$ cat config.mk
export PLATFORM = sky130hd
export DESIGN_NAME = cyclic_subgroup_generator_unit
export DESIGN_NICKNAME = d
export VERILOG_FILES = /design/src/hw/rtl/csg_pkg.sv /design/src/hw/rtl/csg_mod_mul.sv /design/src/hw/rtl/cyclic_subgroup_generator_unit.sv
export SDC_FILE = /design/constraint.sdc
export NUM_CORES = 1
export LEC_CHECK = 0
export BUFFER_PORTS_ARGS = -buffer_cell sky130_fd_sc_hd__buf_4
export CAP_MARGIN = 10
export CORE_ASPECT_RATIO = 0.75
export CORE_MARGIN = 2
export CORE_UTILIZATION = 60
export CTS_CLUSTER_DIAMETER = 80
export CTS_CLUSTER_SIZE = 24
export DETAILED_ROUTE_END_ITERATION = 16
export HOLD_SLACK_MARGIN = 0.15
export PLACE_DENSITY = 0.84
export SETUP_SLACK_MARGIN = 0.5
export SLEW_MARGIN = 20
export SYNTH_ARGS = -nofsm -noshare
export SYNTH_HDL_FRONTEND = slang
export SYNTH_SLANG_ARGS = --single-unit
$ cat constraint.sdc
create_clock -name clk_i -period 9.2 [get_ports clk_i]
set_clock_uncertainty 0.2 [all_clocks]
set_input_delay 2.3 -clock clk_i [delete_from_list [all_inputs] [get_ports clk_i]]
set_output_delay 2.3 -clock clk_i [all_outputs]
set_load 0.005 [all_outputs]
$ cat src/hw/rtl/csg_pkg.sv
package csg_pkg;

  // Largest modulus and the cap on results per generator
  localparam int unsigned ModulusMax = 64;

  localparam int unsigned ElemW   = 6;                          // element / generator width
  localparam int unsigned ModW    = 7;                          // modulus register width
  localparam int unsigned CountW  = $clog2(ModulusMax);         // results 0 .. ModulusMax-1
  localparam int unsigned StepW   = $clog2(ElemW + 1);          // serial step counter
  localparam int unsigned RedW    = ElemW + 2;                  // intermediate of the serial unit

  localparam logic [ModW-1:0]   ModulusMin   = ModW'(2);
  localparam logic [ModW-1:0]   ModulusLimit = ModW'(ModulusMax);
  localparam logic [ModW-1:0]   ModulusReset = ModW'(2);
  localparam logic [CountW-1:0] CountFinal   = CountW'(ModulusMax - 1);
  localparam logic [StepW-1:0]  StepCount    = StepW'(ElemW);

  typedef enum logic {
    OP_ADD = 1'b0,
    OP_MUL = 1'b1
  } op_mode_e;

  typedef enum logic {
    REG_MODULUS = 1'b0,
    REG_MODE    = 1'b1
  } reg_idx_e;

  typedef enum logic [2:0] {
    ST_IDLE,
    ST_RED_WAIT,
    ST_NEXT,
    ST_MUL_WAIT,
    ST_EMIT
  } csg_state_e;

  // Request to and response from the serial modular multiplier
  typedef struct packed {
    logic             start;
    logic [ElemW-1:0] a;
    logic [ElemW-1:0] b;
  } mod_req_t;

  typedef struct packed {
    logic             done;
    logic [ElemW-1:0] result;
  } mod_rsp_t;

endpackage

$ cat src/hw/rtl/csg_mod_mul.sv
// Bit-serial modular multiplier: result = (a * b) mod n, one bit of b per cycle, MSB first.
module csg_mod_mul (
  input  logic                          clk_i,
  input  logic                          rst_ni,
  input  csg_pkg::mod_req_t             req_i,
  input  logic [csg_pkg::ModW-1:0]      modulus_i,
  output csg_pkg::mod_rsp_t             rsp_o
);

  localparam logic [csg_pkg::StepW-1:0] StepW1 = csg_pkg::StepW'(1);

  logic                          busy_q, busy_d;
  logic                          done_q, done_d;
  logic [csg_pkg::StepW-1:0]     step_q, step_d;
  logic [csg_pkg::ElemW-1:0]     b_sh_q, b_sh_d;
  logic [csg_pkg::ElemW-1:0]     a_q, a_d;
  logic [csg_pkg::ElemW-1:0]     r_q, r_d;

  logic [csg_pkg::RedW-1:0]      n_ext;
  logic [csg_pkg::RedW-1:0]      dbl, dbl_red, acc, acc_red;

  // One step: r = (2r mod n + bit * a) mod n, each half a single compare-subtract
  always_comb begin
    n_ext   = {1'b0, modulus_i};
    dbl     = {1'b0, r_q, 1'b0};
    dbl_red = (dbl >= n_ext) ? (dbl - n_ext) : dbl;
    acc     = dbl_red + (b_sh_q[csg_pkg::ElemW-1] ? {2'b00, a_q} : '0);
    acc_red = (acc >= n_ext) ? (acc - n_ext) : acc;
  end

  always_comb begin
    busy_d = busy_q;
    done_d = 1'b0;
    step_d = step_q;
    b_sh_d = b_sh_q;
    a_d    = a_q;
    r_d    = r_q;
    if (req_i.start && !busy_q) begin
      busy_d = 1'b1;
      step_d = csg_pkg::StepCount;
      b_sh_d = req_i.b;
      a_d    = req_i.a;
      r_d    = '0;
    end else if (busy_q) begin
      r_d    = acc_red[csg_pkg::ElemW-1:0];
      b_sh_d = {b_sh_q[csg_pkg::ElemW-2:0], 1'b0};
      step_d = step_q - StepW1;
      if (step_q == StepW1) begin
        busy_d = 1'b0;
        done_d = 1'b1;
      end
    end
  end

  always_ff @(posedge clk_i or negedge rst_ni) begin
    if (!rst_ni) begin
      busy_q <= 1'b0;
      done_q <= 1'b0;
      step_q <= '0;
    end else begin
      busy_q <= busy_d;
      done_q <= done_d;
      step_q <= step_d;
    end
  end

  always_ff @(posedge clk_i) begin
    b_sh_q <= b_sh_d;
    a_q    <= a_d;
    r_q    <= r_d;
  end

  assign rsp_o.done   = done_q;
  assign rsp_o.result = r_q;

  // Completion follows a run of the shift register
  a_done_after_busy: assert property (@(posedge clk_i) disable iff (!rst_ni)
    done_q |-> $past(busy_q))
    else $error("csg_mod_mul: done without a preceding run");

  // Result is always reduced below the modulus
  a_result_reduced: assert property (@(posedge clk_i) disable iff (!rst_ni)
    done_q |-> ({1'b0, r_q} < modulus_i))
    else $error("csg_mod_mul: result not reduced");

  // Step counter stays within the operand width while running
  a_step_range: assert property (@(posedge clk_i) disable iff (!rst_ni)
    busy_q |-> (step_q != '0 && step_q <= csg_pkg::StepCount))
    else $error("csg_mod_mul: step counter out of range");

endmodule

$ cat src/hw/rtl/cyclic_subgroup_generator_unit.sv
// Cyclic subgroup generator for the integers modulo n. Pulse start_i while busy_o is low to
// hand over a generator; the block then lists its subgroup, identity first, one element per
// result_valid_o pulse, with last_o on the final element. no_return_o rises with last_o when a
// multiplicative generator fails to return to one within 64 results. The receiver cannot stall:
// each result is on the ports for exactly one cycle and must be taken then. The bit-serial modular
// multiplier, which takes one generator bit per cycle, first reduces the generator; after that it
// computes each next element in multiplicative mode, while additive mode adds the reduced
// generator with a compare-subtract. busy_o stays high from the accepted start until the final
// element has been presented. The user must write modulus and operation_mode over the APB
// port only while busy_o is low; the block itself does not enforce this.
module cyclic_subgroup_generator_unit (
  input  logic                          clk_i,
  input  logic                          rst_ni,
  // APB configuration port
  input  logic                          psel,
  input  logic                          penable,
  input  logic                          pwrite,
  input  logic [2:0]                    paddr,
  input  logic [31:0]                   pwdata,
  output logic [31:0]                   prdata,
  output logic                          pready,
  // command
  input  logic                          start_i,
  output logic                          busy_o,
  input  logic [csg_pkg::ElemW-1:0]     generator_i,
  // results
  output logic                          result_valid_o,
  output logic [csg_pkg::ElemW-1:0]     element_o,
  output logic                          last_o,
  output logic                          no_return_o
);

  // ---------------------------------------------------------------- configuration registers
  logic [csg_pkg::ModW-1:0] modulus_q;
  csg_pkg::op_mode_e        mode_q;
  csg_pkg::reg_idx_e        wr_idx;
  logic                     cfg_wr;

  assign pready = 1'b1;
  assign cfg_wr = psel && penable && pwrite && pready;
  assign wr_idx = csg_pkg::reg_idx_e'(paddr[2]);

  always_ff @(posedge clk_i or negedge rst_ni) begin
    if (!rst_ni) begin
      modulus_q <= csg_pkg::ModulusReset;
      mode_q    <= csg_pkg::OP_ADD;
    end else if (cfg_wr) begin
      unique case (wr_idx)
        csg_pkg::REG_MODULUS: modulus_q <= pwdata[csg_pkg::ModW-1:0];
        csg_pkg::REG_MODE:    mode_q    <= csg_pkg::op_mode_e'(pwdata[0]);
        default:              ;
      endcase
    end
  end

  always_comb begin
    unique case (wr_idx)
      csg_pkg::REG_MODULUS: prdata = {{(32-csg_pkg::ModW){1'b0}}, modulus_q};
      csg_pkg::REG_MODE:    prdata = {31'b0, mode_q};
      default:              prdata = '0;
    endcase
  end

  // Clamp the modulus into 2 .. ModulusMax
  logic [csg_pkg::ModW-1:0]  n_eff;
  logic [csg_pkg::ElemW-1:0] identity;

  always_comb begin
    if (modulus_q < csg_pkg::ModulusMin) begin
      n_eff = csg_pkg::ModulusMin;
    end else if (modulus_q > csg_pkg::ModulusLimit) begin
      n_eff = csg_pkg::ModulusLimit;
    end else begin
      n_eff = modulus_q;
    end
  end

  assign identity = csg_pkg::ElemW'(mode_q);

  // ---------------------------------------------------------------- datapath registers
  csg_pkg::csg_state_e          state_q, state_d;
  logic [csg_pkg::ElemW-1:0]    gen_q, gen_d;        // generator as given
  logic [csg_pkg::ElemW-1:0]    gen_red_q, gen_red_d;// generator mod n
  logic [csg_pkg::ElemW-1:0]    run_q, run_d;        // running element
  logic [csg_pkg::ElemW-1:0]    next_q, next_d;      // element after run_q
  logic [csg_pkg::CountW-1:0]   count_q, count_d;    // results emitted so far

  csg_pkg::mod_req_t            mod_req;
  csg_pkg::mod_rsp_t            mod_rsp;

  csg_mod_mul u_mod_mul (
    .clk_i     (clk_i),
    .rst_ni    (rst_ni),
    .req_i     (mod_req),
    .modulus_i (n_eff),
    .rsp_o     (mod_rsp)
  );

  logic                         accept;
  logic [csg_pkg::ModW-1:0]     sum, sum_red;
  logic                         next_is_id;
  logic                         at_cap;
  logic                         is_last;

  assign accept     = start_i && (state_q == csg_pkg::ST_IDLE);
  assign sum        = {1'b0, run_q} + {1'b0, gen_red_q};
  assign sum_red    = (sum >= n_eff) ? (sum - n_eff) : sum;
  assign next_is_id = (next_q == identity);
  assign at_cap     = (count_q == csg_pkg::CountFinal);
  assign is_last    = next_is_id || at_cap;

  // ---------------------------------------------------------------- next state
  always_comb begin
    state_d = state_q;
    unique case (state_q)
      csg_pkg::ST_IDLE: begin
        if (accept) begin
          state_d = csg_pkg::ST_RED_WAIT;
        end
      end
      csg_pkg::ST_RED_WAIT: begin
        if (mod_rsp.done) begin
          state_d = csg_pkg::ST_NEXT;
        end
      end
      csg_pkg::ST_NEXT: begin
        state_d = (mode_q == csg_pkg::OP_MUL) ? csg_pkg::ST_MUL_WAIT : csg_pkg::ST_EMIT;
      end
      csg_pkg::ST_MUL_WAIT: begin
        if (mod_rsp.done) begin
          state_d = csg_pkg::ST_EMIT;
        end
      end
      csg_pkg::ST_EMIT: begin
        state_d = is_last ? csg_pkg::ST_IDLE : csg_pkg::ST_NEXT;
      end
      default: state_d = csg_pkg::ST_IDLE;
    endcase
  end

  // ---------------------------------------------------------------- outputs and data updates
  always_comb begin
    gen_d       = gen_q;
    gen_red_d   = gen_red_q;
    run_d       = run_q;
    next_d      = next_q;
    count_d     = count_q;
    mod_req     = '{start: 1'b0, a: run_q, b: gen_q};
    unique case (state_q)
      csg_pkg::ST_IDLE: begin
        // reduce the generator: 1 * g mod n
        mod_req = '{start: accept, a: csg_pkg::ElemW'(1), b: generator_i};
        if (accept) begin
          gen_d   = generator_i;
          run_d   = identity;
          count_d = '0;
        end
      end
      csg_pkg::ST_RED_WAIT: begin
        if (mod_rsp.done) begin
          gen_red_d = mod_rsp.result;
        end
      end
      csg_pkg::ST_NEXT: begin
        if (mode_q == csg_pkg::OP_MUL) begin
          mod_req = '{start: 1'b1, a: run_q, b: gen_q};
        end else begin
          next_d = sum_red[csg_pkg::ElemW-1:0];
        end
      end
      csg_pkg::ST_MUL_WAIT: begin
        if (mod_rsp.done) begin
          next_d = mod_rsp.result;
        end
      end
      csg_pkg::ST_EMIT: begin
        // advance after presenting the current element
        run_d   = next_q;
        count_d = count_q + csg_pkg::CountW'(1);
      end
      default: ;
    endcase
  end

  always_comb begin
    result_valid_o = (state_q == csg_pkg::ST_EMIT);
    busy_o         = (state_q != csg_pkg::ST_IDLE);
    element_o      = run_q;
    last_o         = result_valid_o && is_last;
    no_return_o    = result_valid_o && !next_is_id && at_cap;
  end

  always_ff @(posedge clk_i or negedge rst_ni) begin
    if (!rst_ni) begin
      state_q <= csg_pkg::ST_IDLE;
      count_q <= '0;
      run_q   <= '0;
    end else begin
      state_q <= state_d;
      count_q <= count_d;
      run_q   <= run_d;
    end
  end

  always_ff @(posedge clk_i) begin
    gen_q     <= gen_d;
    gen_red_q <= gen_red_d;
    next_q    <= next_d;
  end

  // ---------------------------------------------------------------- assertions
  // A finished list returns the block to idle
  a_last_ends_list: assert property (@(posedge clk_i) disable iff (!rst_ni)
    last_o |=> !busy_o)
    else $error("cyclic_subgroup_generator_unit: still busy after last element");

  // A result that is not the last is followed by more work
  a_more_after_nonlast: assert property (@(posedge clk_i) disable iff (!rst_ni)
    (result_valid_o && !last_o) |=> busy_o)
    else $error("cyclic_subgroup_generator_unit: list dropped before last element");

  // The cap flag only appears in multiplicative mode
  a_no_return_mul_only: assert property (@(posedge clk_i) disable iff (!rst_ni)
    no_return_o |-> (last_o && mode_q == csg_pkg::OP_MUL))
    else $error("cyclic_subgroup_generator_unit: no_return outside multiplicative cap");

  // The serial unit only finishes while a reduction or multiplication is awaited
  a_done_expected: assert property (@(posedge clk_i) disable iff (!rst_ni)
    mod_rsp.done |-> (state_q == csg_pkg::ST_RED_WAIT || state_q == csg_pkg::ST_MUL_WAIT))
    else $error("cyclic_subgroup_generator_unit: unexpected multiplier completion");

endmodule

==> flow_summary.toml <==
[global_routing]
grt_pass1_wl_mm = 16.9
grt_pass1_vias = 3467
grt_usage = 0.264
grt_max_degree = 29
antenna_found_initial = 0
overflow = 0

[layout]
multi_input_comb_area_sq_um = 2510
antenna_cells = 0
nets = 601
syn2layout_area_growth_pct = 10.4
drive_gt1_frac = 0.149
num-fill-cells = 589
register_area_sq_um = 1720
fin_cells = 617

[logic_synthesis]
yosysWarnings = 0
async_reset_ff_frac = 0.438
synth_area_leaders = "edfxtp_1, dfrtp_1, ha_1"
synth_seq_cells = 64
syn_area_per_cell_sq_um = 9.39
ys.flop_type = "edfxtp_1"
synth_cells = 477
yosysTopAreaCell = "edfxtp_1"
synth_top_area_share = 0.201
ys_top_cells_by_count = "nand2_1, ha_1, nor2_1"
synth_cell_types = 54
syn_area_sq_um = 4480
synth_edf_count = 30
synth.most_common_cell = "nand2_1"
synth.yosys.seq_area_share = 0.385

[critical_path]
r2r_setup_slack_ps = 2390
path_max_fanout = 12
reg2reg_from = "modulus_q[1]"
cp_data_arrival_time_ps = 6850
cp_data_required_time_ps = 9230
r2r-end = "u_mod_mul.r_q[4]"
path_class = "reg2reg"
crit_path_max_incr_delay_ps = 900
cp-end-kind = "register"
critPathLaunchType = "register"
r2r.worst_path.cells = 22
crit_slowest_cell = "nor3_1"
cp_cell_sequence = "nor3_1 > o21ai_1 > inv_1 > fa_1 > nand2b_1 > a21oi_1 > nor3_1 > a21oi_1 > o21bai_1 > and2_1 > ha_1 > inv_1 > fa_1 > o21ai_0 > xor2_1 > ha_1 > o21ai_0 > nor2_1 > nor4_1 > nor3_1 > o21ai_0 > a32o_1"

[clocking]
clk_pin_slew_ps = 70
cts_buffer_depth = 2
root_buffer = "clkbuf_8"
cts_buffers = 9
cts_tree = "done"
postCtsSetupBuffers = 0
clk_latency_ps = 340
cts_max_level = 3
cts_hold_buf = 0
cts.repair.resized = 0
cts_sinks = 64

[timing]
hold_viol_final = 0
period_needed_ps = 6810
clock.fmax_mhz = 147
tightestPinTransition_ps = 1120
slew_violations = 0
max_slew_margin = 0.249
fin_setup_tns_ps = 0
finalSetupViolCount = 0
post-route-period-util = 0.740
setup_slack_ps = 2390
rsz0062_at_grt = "false"

[hold_path]
hp-start = "u_mod_mul.done_q"
worstHoldPathType = "reg2reg"
hold_path_depth = 1
hold_path_end = "state_q[0]"

[placed_design]
hpwl_mm = 7.42
place_congestion = 0.937
portBuffers = 36
dp.cells = 601
dpl_worst_slack_ps = 2290

[drt]
drt-total-wl_mm = 10.1
viasPerCell = 5.75
wl_per_cell_um = 16.4
ant_nets = 0
first_pass_iters = 5
post-route-drc-count = 0
vias = 3550
drt_iter0_drc = 246

[flow_run]
maxCapViolCount = 0

[floorplanning]
die_w_um = 104
start_util = 0.614
core_area_sq_um = 7300
ioPinCount = 90
fp-row-count = 27
die_h_um = 78.8
dieArea_sq_um = 8180

[run_status]
status = "completed"
## flip-flops by register name, indices dropped and copies added, names as in the netlist
signal	cells
count_q	6
element_o	6
gen_q	6
gen_red_q	6
mode_q	1
modulus_q	7
next_q	6
state_q	3
u_mod_mul.a_q	6
u_mod_mul.b_sh_q	6
u_mod_mul.busy_q	1
u_mod_mul.done_q	1
u_mod_mul.r_q	6
u_mod_mul.step_q	3
## stage by stage
stage	util	cell area [sq um]	hold WS, ps
finish	0.677	4940	255
detailed placement	0.649	4730	248
global placement	0.649	4730	240
global route	0.677	4940	283
CTS	0.677	4940	259
floorplan	-	4570	228
## layout by cell type, fill, tap and decap left out, types with 5 or more instances in the layout
master	Yosys	layout
nand2_1	50	50
ha_1	38	38
buf_4	26	38
nor2_1	38	37
edfxtp_1	30	30
a21oi_1	27	27
dfrtp_1	27	27
conb_1	2	26
inv_1	23	23
o21ai_0	24	23
nor2b_1	15	15
nand3_1	15	15
nor3_1	14	13
xnor2_1	12	12
mux2_2	12	12
mux2i_1	10	10
clkbuf_8	0	9
xor2_1	7	7
or3_1	6	6
and2_1	6	6
nand2b_1	6	6
a21o_1	6	6
o21a_1	6	6
dfxtp_1	6	6
a211oi_1	5	5
fa_1	5	5
## critical path: cells and delay by family (launching register included)
| kind | cells | cell delay [ps] |
|---|---|---|
| compound gates | 8 | 2440 |
| buf+inv | 2 | 200 |
| fa+ha+maj | 4 | 1400 |
| simple gates | 7 | 1740 |
| xor+xnor | 1 | 150 |
| flops | 1 | 560 |
## area by class of cell
class,instances,share of cell area
Multi-Input combinational cell,375,0.509
Sequential cell,64,0.349
Inverter,23,0.0175
Clock buffer,11,0.0309
Timing Repair Buffer,38,0.0577
Tap cell,101,0.0256
Clock inverter,5,0.0109
## how the worst max path moves through the flow
stage | from | to | cells after the start
final | modulus_q[1] | u_mod_mul.r_q[4] | 22
after global routing | modulus_q[5] | u_mod_mul.r_q[2] | 23
after CTS | modulus_q[1] | u_mod_mul.r_q[1] | 22
after detailed placement | modulus_q[1] | u_mod_mul.r_q[1] | 22
after global placement | modulus_q[1] | u_mod_mul.r_q[1] | 22
after floorplan | modulus_q[1] | u_mod_mul.r_q[1] | 24
## layer usage
metal / wire length, um / track usage / vias to the layer above
met5: 0 / 0 / -
met4: 268 / 0.124 / 0
met3: 686 / 0.0501 / 28
met2: 4590 / 0.426 / 160
met1: 4570 / 0.350 / 1664
li1: - / - / 1698
## cells by family (layout without fill, tap and decap cells)
kind of cell,count (synthesis),after routing,share of synthesized area
other,2,26,0.00168
AND/OR/NAND/NOR,172,172,0.188
buffers and inverters,62,77,0.0754
multiplexers,22,22,0.0525
AO/OA/AOI/OAI,92,92,0.128
flip-flops,64,64,0.385
XOR/XNOR,20,20,0.0408
adder cells (fa/ha/maj),43,43,0.129
Power is left out: the tool's default activity adds up to more than one toggle a clock period on the data nets, which glitch-free logic cannot reach.
